--- config.mk ---
export PLATFORM = sky130hd
export DESIGN_NAME = codeword_fcs_framer
export DESIGN_NICKNAME = d
export VERILOG_FILES = /design/src/rtl/cfcs_pkg.sv /design/src/rtl/codeword_fcs_framer.sv
export SDC_FILE = /design/constraint.sdc
export NUM_CORES = 1
export LEC_CHECK = 0
export ABC_CLOCK_PERIOD_IN_PS = 19450
export BUFFER_PORTS_ARGS = -buffer_cell sky130_fd_sc_hd__buf_2
export CORE_MARGIN = 2
export CORE_UTILIZATION = 30
export CTS_BUF_LIST = sky130_fd_sc_hd__clkbuf_8
export DETAILED_ROUTE_END_ITERATION = 7
export GPL_TIMING_DRIVEN = 0
export SLEW_MARGIN = 20
export SYNTH_ARGS = -nofsm -noshare
export SYNTH_HDL_FRONTEND = slang
export SYNTH_SLANG_ARGS = --single-unit
--- constraint.sdc ---
create_clock -name clk -period 19.45 [get_ports clk]
set_input_delay 2.9175 -clock clk [delete_from_list [all_inputs] [get_ports clk]]
set_output_delay 2.9175 -clock clk [all_outputs]
set_load 0.02 [all_outputs]
--- src/rtl/cfcs_pkg.sv ---
// Package with shared types, constants and check word logic for the codeword framer.
`timescale 1ns / 1ps
`default_nettype none

package cfcs_pkg;

    localparam int unsigned DATA_W  = 48;
    localparam int unsigned CHECK_W = 16;
    localparam int unsigned CODE_W  = DATA_W + CHECK_W;
    localparam int unsigned CRC_W   = CHECK_W - 1;

    localparam logic [CHECK_W-1:0] POLY_BITS  = 16'h6815;
    localparam logic [CHECK_W-1:0] CHECK_FLIP = 16'h0002;
    localparam logic [CODE_W-1:0]  SYNC_WORD  = 64'hAAAA_AAAA_AAAA_3B28;

    localparam logic OP_RX   = 1'b0;
    localparam logic OP_TX   = 1'b1;
    localparam logic KIND_RX = 1'b0;
    localparam logic KIND_TX = 1'b1;

    localparam logic [DATA_W-1:0] REQ_NONE = 48'd0;
    localparam logic [DATA_W-1:0] REQ_SYNC = 48'd1;

    typedef struct packed {
        logic              opcode;
        logic              rx_bit;
        logic [DATA_W-1:0] tx_request;
    } req_item_t;

    typedef struct packed {
        logic              kind;
        logic [DATA_W-1:0] rx_data;
        logic [CODE_W-1:0] tx_codeword;
    } rsp_item_t;

    typedef logic [DATA_W-1:0][CRC_W-1:0] crc_cols_t;

    // The CRC is linear in the data, so each data bit contributes a fixed column.
    // The columns are found at elaboration by running the bit-serial register.
    function automatic crc_cols_t crc_cols_build();
        crc_cols_t            cols;
        logic [CHECK_W-1:0]   r;
        logic                 b;
        for (int pos = 0; pos < DATA_W; pos++)
        begin
            r = '0;
            for (int i = DATA_W - 1; i >= 0; i--)
            begin
                b = (i == pos);
                if (b ^ r[CHECK_W-1])
                begin
                    r = r ^ POLY_BITS;
                end
                r = {r[CHECK_W-2:0], 1'b0};
            end
            cols[pos] = r[CHECK_W-1:1];
        end
        return cols;
    endfunction

    localparam crc_cols_t CRC_COLS = crc_cols_build();

    // Check word: 15 CRC bits on top, even parity over data and CRC in bit 0.
    function automatic logic [CHECK_W-1:0] check_word(input logic [DATA_W-1:0] data);
        logic [CRC_W-1:0] crc;
        logic             par;
        crc = '0;
        for (int i = 0; i < DATA_W; i++)
        begin
            if (data[i])
            begin
                crc = crc ^ CRC_COLS[i];
            end
        end
        crc = crc ^ CHECK_FLIP[CHECK_W-1:1];
        par = (^data) ^ (^crc);
        return {crc, par};
    endfunction

endpackage

`default_nettype wire

--- src/rtl/codeword_fcs_framer.sv ---
// Top level of the codeword framer: receive window matching and transmit framing.
//
//  Channel | Direction | Handshake               | Payload
//  --------+-----------+-------------------------+------------------------------
//  req     | in        | req_valid / req_ready   | req_item (opcode, rx_bit, tx_request)
//  rsp     | out       | rsp_valid / rsp_ready   | rsp_item (kind, rx_data, tx_codeword)
//
//  One item is accepted per cycle while req_ready is high; a result passes the stage
//  register and is offered from the output register. The bit window shifts at the input
//  transfer, then one stage register feeds the check word logic, and the result sits in an output register.
//  Reset clears the window and the valid flags; no clearing pass is needed.
//  A stalled result blocks only items that make a result; items with none drain.
`timescale 1ns / 1ps
`default_nettype none

module codeword_fcs_framer (
    input  wire logic               clk,
    input  wire logic               rst_n,
    input  wire logic               req_valid,
    output logic                    req_ready,
    input  wire cfcs_pkg::req_item_t req_item,
    output logic                    rsp_valid,
    input  wire logic               rsp_ready,
    output cfcs_pkg::rsp_item_t     rsp_item
);

    logic [cfcs_pkg::CODE_W-1:0] window_reg;
    logic [cfcs_pkg::CODE_W-1:0] window_next;

    logic                        s1_valid_reg;
    logic                        s1_valid_next;
    logic                        s1_op_reg;
    logic [cfcs_pkg::CODE_W-1:0] s1_data_reg;
    logic [cfcs_pkg::CODE_W-1:0] s1_data_next;

    logic                        rsp_valid_reg;
    logic                        rsp_valid_next;
    cfcs_pkg::rsp_item_t         rsp_item_reg;
    cfcs_pkg::rsp_item_t         rsp_item_next;

    logic                        req_xfer;
    logic                        s1_adv;
    logic                        s1_hit;
    logic [cfcs_pkg::DATA_W-1:0] chk_data;
    logic [cfcs_pkg::CHECK_W-1:0] chk_word;
    logic [cfcs_pkg::DATA_W-1:0] s1_req;

    assign req_xfer = req_valid && req_ready;

    always_comb
    begin
        window_next  = window_reg;
        s1_data_next = s1_data_reg;
        if (req_xfer)
        begin
            if (req_item.opcode == cfcs_pkg::OP_RX)
            begin
                window_next  = {window_reg[cfcs_pkg::CODE_W-2:0], req_item.rx_bit};
                s1_data_next = window_next;
            end
            else
            begin
                s1_data_next = {{cfcs_pkg::CHECK_W{1'b0}}, req_item.tx_request};
            end
        end
    end

    // One check unit serves both paths.
    assign s1_req   = s1_data_reg[cfcs_pkg::DATA_W-1:0];
    assign chk_data = (s1_op_reg == cfcs_pkg::OP_RX) ?
                      s1_data_reg[cfcs_pkg::CODE_W-1:cfcs_pkg::CHECK_W] : s1_req;
    assign chk_word = cfcs_pkg::check_word(chk_data);

    always_comb
    begin
        rsp_item_next = '0;
        if (s1_op_reg == cfcs_pkg::OP_RX)
        begin
            s1_hit                = (chk_word == s1_data_reg[cfcs_pkg::CHECK_W-1:0]);
            rsp_item_next.kind    = cfcs_pkg::KIND_RX;
            rsp_item_next.rx_data = chk_data;
        end
        else
        begin
            s1_hit             = (s1_req != cfcs_pkg::REQ_NONE);
            rsp_item_next.kind = cfcs_pkg::KIND_TX;
            if (s1_req == cfcs_pkg::REQ_SYNC)
            begin
                rsp_item_next.tx_codeword = cfcs_pkg::SYNC_WORD;
            end
            else
            begin
                rsp_item_next.tx_codeword = {s1_req, chk_word};
            end
        end
    end

    // An item with no result leaves the stage even while the output is stalled.
    assign s1_adv    = s1_valid_reg && (!s1_hit || !rsp_valid_reg || rsp_ready);
    assign req_ready = !s1_valid_reg || s1_adv;

    always_comb
    begin
        s1_valid_next = s1_valid_reg;
        if (req_xfer)
        begin
            s1_valid_next = 1'b1;
        end
        else if (s1_adv)
        begin
            s1_valid_next = 1'b0;
        end

        rsp_valid_next = rsp_valid_reg;
        if (s1_adv && s1_hit)
        begin
            rsp_valid_next = 1'b1;
        end
        else if (rsp_ready)
        begin
            rsp_valid_next = 1'b0;
        end
    end

    always_ff @(posedge clk or negedge rst_n)
    begin
        if (!rst_n)
        begin
            window_reg    <= '0;
            s1_valid_reg  <= 1'b0;
            rsp_valid_reg <= 1'b0;
        end
        else
        begin
            window_reg    <= window_next;
            s1_valid_reg  <= s1_valid_next;
            rsp_valid_reg <= rsp_valid_next;
        end
    end

    always_ff @(posedge clk)
    begin
        if (req_xfer)
        begin
            s1_op_reg <= req_item.opcode;
        end
        s1_data_reg <= s1_data_next;
        if (s1_adv && s1_hit)
        begin
            rsp_item_reg <= rsp_item_next;
        end
    end

    assign rsp_valid = rsp_valid_reg;
    assign rsp_item  = rsp_item_reg;

    // A stage item that makes a result and moves on shows up at the output.
    a_hit_reaches_output: assert property (@(posedge clk) disable iff (!rst_n)
        s1_valid_reg && s1_hit && s1_adv |=> rsp_valid_reg)
        else $error("stage result was lost on its way to the output");

    // The field of the other path is always zero in a result.
    a_unused_field_zero: assert property (@(posedge clk) disable iff (!rst_n)
        rsp_valid_reg |-> ((rsp_item_reg.kind == cfcs_pkg::KIND_RX) ?
                           (rsp_item_reg.tx_codeword == '0) :
                           (rsp_item_reg.rx_data == '0)))
        else $error("result carries a nonzero field of the other path");

    // An empty stage must always take a new item.
    a_ready_when_empty: assert property (@(posedge clk) disable iff (!rst_n)
        !s1_valid_reg |-> req_ready)
        else $error("input stalled while the stage was empty");

    // A held stage item keeps its contents.
    a_stage_holds: assert property (@(posedge clk) disable iff (!rst_n)
        s1_valid_reg && !s1_adv |=> s1_valid_reg && $stable(s1_data_reg)
                                    && $stable(s1_op_reg))
        else $error("held stage item changed");

    // A received codeword at the output passes its own check.
    a_rx_codeword_checks: assert property (@(posedge clk) disable iff (!rst_n)
        s1_valid_reg && s1_adv && s1_hit && (s1_op_reg == cfcs_pkg::OP_RX)
        |-> (cfcs_pkg::check_word(s1_data_reg[cfcs_pkg::CODE_W-1:cfcs_pkg::CHECK_W])
             == s1_data_reg[cfcs_pkg::CHECK_W-1:0]))
        else $error("received codeword sent out without a matching check word");

endmodule

`default_nettype wire
* Word level (Yosys, flattened, before mapping)
Index checks and enable logic that the tools add are counted.
** Word-level totals
- Register bits after elaboration :: 243
- Input port bits :: 54
- Output and inout bits :: 115
** Cells by class
- Equality and inequality tests :: 2
- Multiplexer cells :: 57
- Bitwise operators :: 51
- Reduce and logical (&&, ||, !) cells :: 16
** Operators with widths (count)
- 15-bit 2-to-1 mux :: 23
- 14-bit 2-to-1 mux :: 15
- 48-bit 2-to-1 mux :: 2
- 6-bit NOT :: 14
- 13-bit 2-to-1 mux :: 6
- 64-bit 2-to-1 mux :: 1
- 7-bit NOT :: 8
- 48-bit by 1-bit equality test with 1-bit output, second input constant :: 1
- 12-bit 2-to-1 mux :: 4
- 8-bit NOT :: 6
- 48-bit nonzero test :: 1
- 48-bit XOR reduction :: 1
- 5-bit NOT :: 9
- 9-bit NOT :: 4
- 4-bit NOT :: 5
- 16-bit equality test :: 1
- 15-bit XOR reduction :: 1
- 10-bit NOT :: 1
- 1-bit 2-to-1 mux :: 6
- 2-bit nonzero test :: 2
- 1-bit logical AND :: 3
- 1-bit zero test :: 3
- 1-bit logical OR :: 3
- 1-bit NOT :: 3
- other kinds (3) :: 3

* Logic depth before layout (Yosys ltp)
- Depth in word-level cells :: 108
- Mapped depth :: 18

* Least setup slack after synthesis
OpenSTA, ideal clock, no wires.
- Kind :: register -> register
- Start :: register s1_data_reg[29] in the netlist's numbering
- End :: register rsp_item_reg, in the netlist rsp_item[0], enable pin
- Setup time :: 623 ps
- Data arrival time :: 9036 ps
- Slack :: 9791 ps
- Cell stages (with the launch flop) :: 13
- Path buffers :: 1
- Period minus slack after synthesis :: 9659 ps
- Cell sequence :: edfxtp_1 > buf_4 > xnor3_1 > mux2i_1 > xnor3_1 > xnor3_2 > xor2_1 > xnor3_1 > xnor3_2 > xnor3_1 > o41ai_4 > nand2_1 > a21oi_1
** On the way
- Longest elaborated chain between the ends :: 63
- Elaborated cells on any way between the ends :: 82
- Classes of those cells :: 1 x eq/ne; 37 x mux; 36 x bitwise; 8 x reduce/logical
** RTL lines
- from (decl) :: RTL line codeword_fcs_framer.sv:33 : logic [cfcs_pkg::CODE_W-1:0] s1_data_reg;
- from (signal assigned) :: RTL line codeword_fcs_framer.sv:147 : s1_data_reg <= s1_data_next;
- 48-bit 2-to-1 mux :: RTL line codeword_fcs_framer.sv:70 : assign chk_data = (s1_op_reg == cfcs_pkg::OP_RX) ?
- 15-bit 2-to-1 mux :: RTL line cfcs_pkg.sv:70 : if (data[i])
- 9-bit NOT (no source line)
- 15-bit 2-to-1 mux :: RTL line cfcs_pkg.sv:70
- 8-bit NOT (no source line)
- 14-bit 2-to-1 mux :: RTL line cfcs_pkg.sv:70
- 8-bit NOT (no source line)
- 15-bit 2-to-1 mux :: RTL line cfcs_pkg.sv:70
- (+46 left out)
- 15-bit XOR reduction :: RTL line cfcs_pkg.sv:76 : par = (^data) ^ (^crc);
- 1-bit XOR :: RTL line cfcs_pkg.sv:76
- 16-bit equality test :: RTL line codeword_fcs_framer.sv:79 : s1_hit = (chk_word == s1_data_reg[cfcs_pkg::CHECK_W-1:0]);
- 1-bit 2-to-1 mux * :: RTL line codeword_fcs_framer.sv:77 : if (s1_op_reg == cfcs_pkg::OP_RX)
- 1-bit zero test :: RTL line codeword_fcs_framer.sv:99 : assign s1_adv = s1_valid_reg && (!s1_hit || !rsp_valid_reg || rsp_ready);
- 1-bit logical OR (2 in a row) :: RTL line codeword_fcs_framer.sv:99
- 1-bit logical AND :: RTL line codeword_fcs_framer.sv:99
- 1-bit logical AND * :: RTL line codeword_fcs_framer.sv:148 : if (s1_adv && s1_hit)
- to (signal assigned) :: RTL line codeword_fcs_framer.sv:150 : rsp_item_reg <= rsp_item_next;
- to (decl) :: RTL line codeword_fcs_framer.sv:38 : cfcs_pkg::rsp_item_t rsp_item_reg;
Mark *: on every way between the ends. The rest lies on a longest branch, timed or not.
A chain may end at the register's enable or synchronous reset.

* Worst setup path after layout
- Start :: register s1_op_reg
- End :: output req_ready
** On the way
- Longest elaborated chain between the ends :: 84
- Elaborated cells on any way between the ends :: 107
- Classes of those cells :: 1 x eq/ne; 50 x mux; 49 x bitwise; 7 x reduce/logical
** RTL lines
- from (decl) :: RTL line codeword_fcs_framer.sv:32 : logic s1_op_reg;
- from (signal assigned) :: RTL line codeword_fcs_framer.sv:145 : s1_op_reg <= req_item.opcode;
- 48-bit 2-to-1 mux :: RTL line codeword_fcs_framer.sv:70
- 15-bit 2-to-1 mux :: RTL line cfcs_pkg.sv:70
- 9-bit NOT (no source line)
- 14-bit 2-to-1 mux :: RTL line cfcs_pkg.sv:70
- 9-bit NOT (no source line)
- 15-bit 2-to-1 mux :: RTL line cfcs_pkg.sv:70
- 12-bit 2-to-1 mux :: RTL line cfcs_pkg.sv:70
- 13-bit 2-to-1 mux :: RTL line cfcs_pkg.sv:70
- (+67 left out)
- 15-bit XOR reduction :: RTL line cfcs_pkg.sv:76
- 1-bit XOR :: RTL line cfcs_pkg.sv:76
- 16-bit equality test :: RTL line codeword_fcs_framer.sv:79
- 1-bit 2-to-1 mux * :: RTL line codeword_fcs_framer.sv:77
- 1-bit zero test * :: RTL line codeword_fcs_framer.sv:99
- 1-bit logical OR * (2 in a row) :: RTL line codeword_fcs_framer.sv:99
- 1-bit logical AND * :: RTL line codeword_fcs_framer.sv:99
- 1-bit logical OR * :: RTL line codeword_fcs_framer.sv:100 : assign req_ready = !s1_valid_reg || s1_adv;
- to (decl) :: RTL line codeword_fcs_framer.sv:20 : output logic req_ready,
Marked as above.

==> qor.txt <==
Post-CTS Resized = 0
Layout cells sized above 1 = 31.47%
Final Cycle Share = 43.26%
Setup bufs post-CTS = 0
Congestion Overflow GR = 0
TNS Setup = 0 ps
Detailed Route WL = 39210 um
Final instance area = 0.01594 mm2
RSZ-0062 raised after global routing = false
# IOs = 169
Max_slew headroom = 30.41%
Post-synth top area cell = edfxtp_1
Hold-fix buffers at CTS = 0
WL/cell = 21.87 um
Setup Skew = 34.40 ps
Most instantiated cells after synthesis = edfxtp_1 (178), xnor2_1 (141), xor2_1 (94), dfrtp_1 (65), nor2b_1 (64)
Cells after synthesis = 952
Via count = 8003
Actual slew at the worst max-slew pin = 1044 ps
Critical path buffer and inverter count = 7
Largest net degree at the start of global routing = 46
Crit path arrival time = 5500 ps
Total CTS buffers = 41
Lkg Pwr = 0.006664 uW
1st-iter DRT viols = 482
FP Rows = 77
CTS tree = built
Layout Area Growth over Synthesis = 18.80%
First-pass GRT wire length = 57080 um
Final setup viols = 0
Initial core utilization = 30.33%
Worst Path Required = 16530 ps
Number of global-route vias before repair = 8499
Startpoint types = register
Fin. Hold Viols = 0
CP endpoint kind = primary output
Main synth FF type = edfxtp_1
Area occupied by multi-input gates = 0.006020 mm2
CP peak stage delay = 560 ps
Die area = 0.04642 mm2
Max cap viols = 0
Crit path kind = register to primary output
Post-synthesis cell area = 0.01341 mm2
Post-synthesis area per instance = 14.09 um2
Routability cong. = 0.8792
Yosys reg bits = 243
Fin nets = 1224
Max VDD drop = 0.0002105 V
Area contributors post-synth = edfxtp_1 (40%), dfrtp_1 (12%), xnor2_1 (9.2%)
Final Core Density = 36.04%
Core area = 0.04422 mm2
Fmax achieved = 0.1188 GHz
Clock Latency Late Sink = 570 ps
Chip height = 215.5 um
Crit path top cell by count = buf_2
Unique masters post-synth = 34
Fin. max-slew vios = 0
DRT antenna net count = 0
Number of synthesized flops with an enable pin = 178
Power Density = 125.2 mW/mm2
Post-synth top area share = 39.85%
Final min period = 8414 ps
First-pass detailed-route iteration total = 5
Seq/Total Area, Yosys = 51.97%
Htree depth = 2
I/O Buffers = 168
Clk sinks = 243
Initial antenna violation count = 4
Warnings, synthesis = 0
Clock root buffer = clkbuf_8
Synthesized Nets = 1006
Ys async rst share = 26.75%
Remaining DRCs = 0
Cell with the most instances after synthesis = edfxtp_1
CP max stage cell = o41ai_4
Dpl cell area = 0.01520 mm2
Total track usage = 16.91%
Clk buf depth = 3
Outcome = finished, final reports clean
HPWL after DPL = 28750 um
Register Area = 0.006972 mm2
Clk slew on worst S/H paths = 60 ps
DIE WIDTH = 215.5 um
Max reg flops = 113
CP max FO = 10
Gate family responsible for the most delay along the worst path = buffers and inverters
Cells along the critical path = buf_2 > buf_4 > buf_2 > buf_4 > buf_2 > buf_2 > mux2i_1 > xnor2_1 > xnor2_1 > xnor2_1 > xnor3_1 > nor4_1 > nand4_1 > o41ai_4 > nand2_1 > buf_2
Type of the worst min-delay path = register to register
Number of vias per cell = 4.463
Fill cells = 4258
[worst paths after layout]
| kind | from | end | slack [ps] | depth (start not counted) |
|---|---|---|---|---|
| setup / recovery | s1_op_reg | req_ready | 11040 | 16 |
| hold / removal | s1_op_reg | rsp_item[112] | 460 | 0 |
| setup reg to reg | s1_op_reg | rsp_item[3] | 13570 | 18 |
| hold reg to reg | s1_op_reg | rsp_item[112] | 460 | 0 |
| max in group asynchronous | rst_n | window_reg[7] | 16650 | 2 |
| min in group asynchronous | rst_n | window_reg[30] | 2250 | 1 |
[layer usage]
metal	share of wire, %	up-vias	routed length [um]	GRT usage, %
met5	0.059	-	23	0
met4	3.1	4	1234	6.276
met3	5.7	68	2244	3.791
met2	46	255	17970	26.55
met1	45	3938	17740	22.86
li1	-	3738	-	-
[worst reg2reg max path: stages (launching register included)]
cell and delay [ps]:
edfxtp_1 350, buf_2 180, buf_4 270, buf_2 360, buf_4 290, buf_2 330
buf_2 340, mux2i_1 250, xnor2_1 100, xnor2_1 420, xnor2_1 240, xnor3_1 260
nor4_1 350, nand4_1 210, o41ai_4 560, nand2_1 210, a21oi_4 410, buf_16 230
buf_16 200
[report_power, final]
part	total (uW)	leakage [uW]	internal [uW]	switching, uW
clock network	416	0.000437	211	204
registers	651	0.00261	627	24.2
logic	929	0.00361	460	469
[layout by cell type, fill, tap and decap left out, types with 5 or more instances in the layout]
master,n
a21oi_1,7
and2_1,27
buf_1,10
buf_16,6
buf_2,185
buf_4,8
buf_6,7
clkbuf_1,42
clkbuf_8,41
clkinv_1,5
clkinv_2,5
dfrtp_1,65
edfxtp_1,178
inv_1,20
mux2_2,53
mux2_4,60
mux2i_1,60
nand2_1,6
nor2_1,15
nor2b_1,64
nor4_1,12
o21a_1,26
xnor2_1,141
xnor3_1,28
xor2_1,94
[cell type report]
type	instances	area share, %
diodes	3	0.04711
repair buffers	175	6.454
well taps	592	4.648
clock buffers	41	3.541
flip-flops and latches	243	43.75
clock inverters	30	1.052
plain buffers	85	2.646
multi-input cells	620	37.77
inverters	4	0.09421
[kinds of logic (layout without fill, tap and decap cells)]
group | after synthesis | after routing | synth area share, %
other | 0 | 3 | 0
DFF | 243 | 243 | 51.97
and+or+nand+nor | 138 | 138 | 6.035
xor gates and xnor gates | 267 | 267 | 20.75
buffers and inverters | 89 | 335 | 3.255
muxes | 173 | 173 | 15.64
AOI/OAI and AO/OA | 42 | 42 | 2.341
[per-stage QoR]
step	power (uW)	setup WS (ps)	hold WS (ps)	std cells
floorplan	1383	9791	420.6	952
detailed placement	1591	11570	458.4	1719
global route	2094	10630	493.3	1790
finish	1995	11040	461.8	1793
CTS	2015	10940	470.7	1790
global placement	1574	6125	478.9	1712
Power figures use the tool's default switching activity.
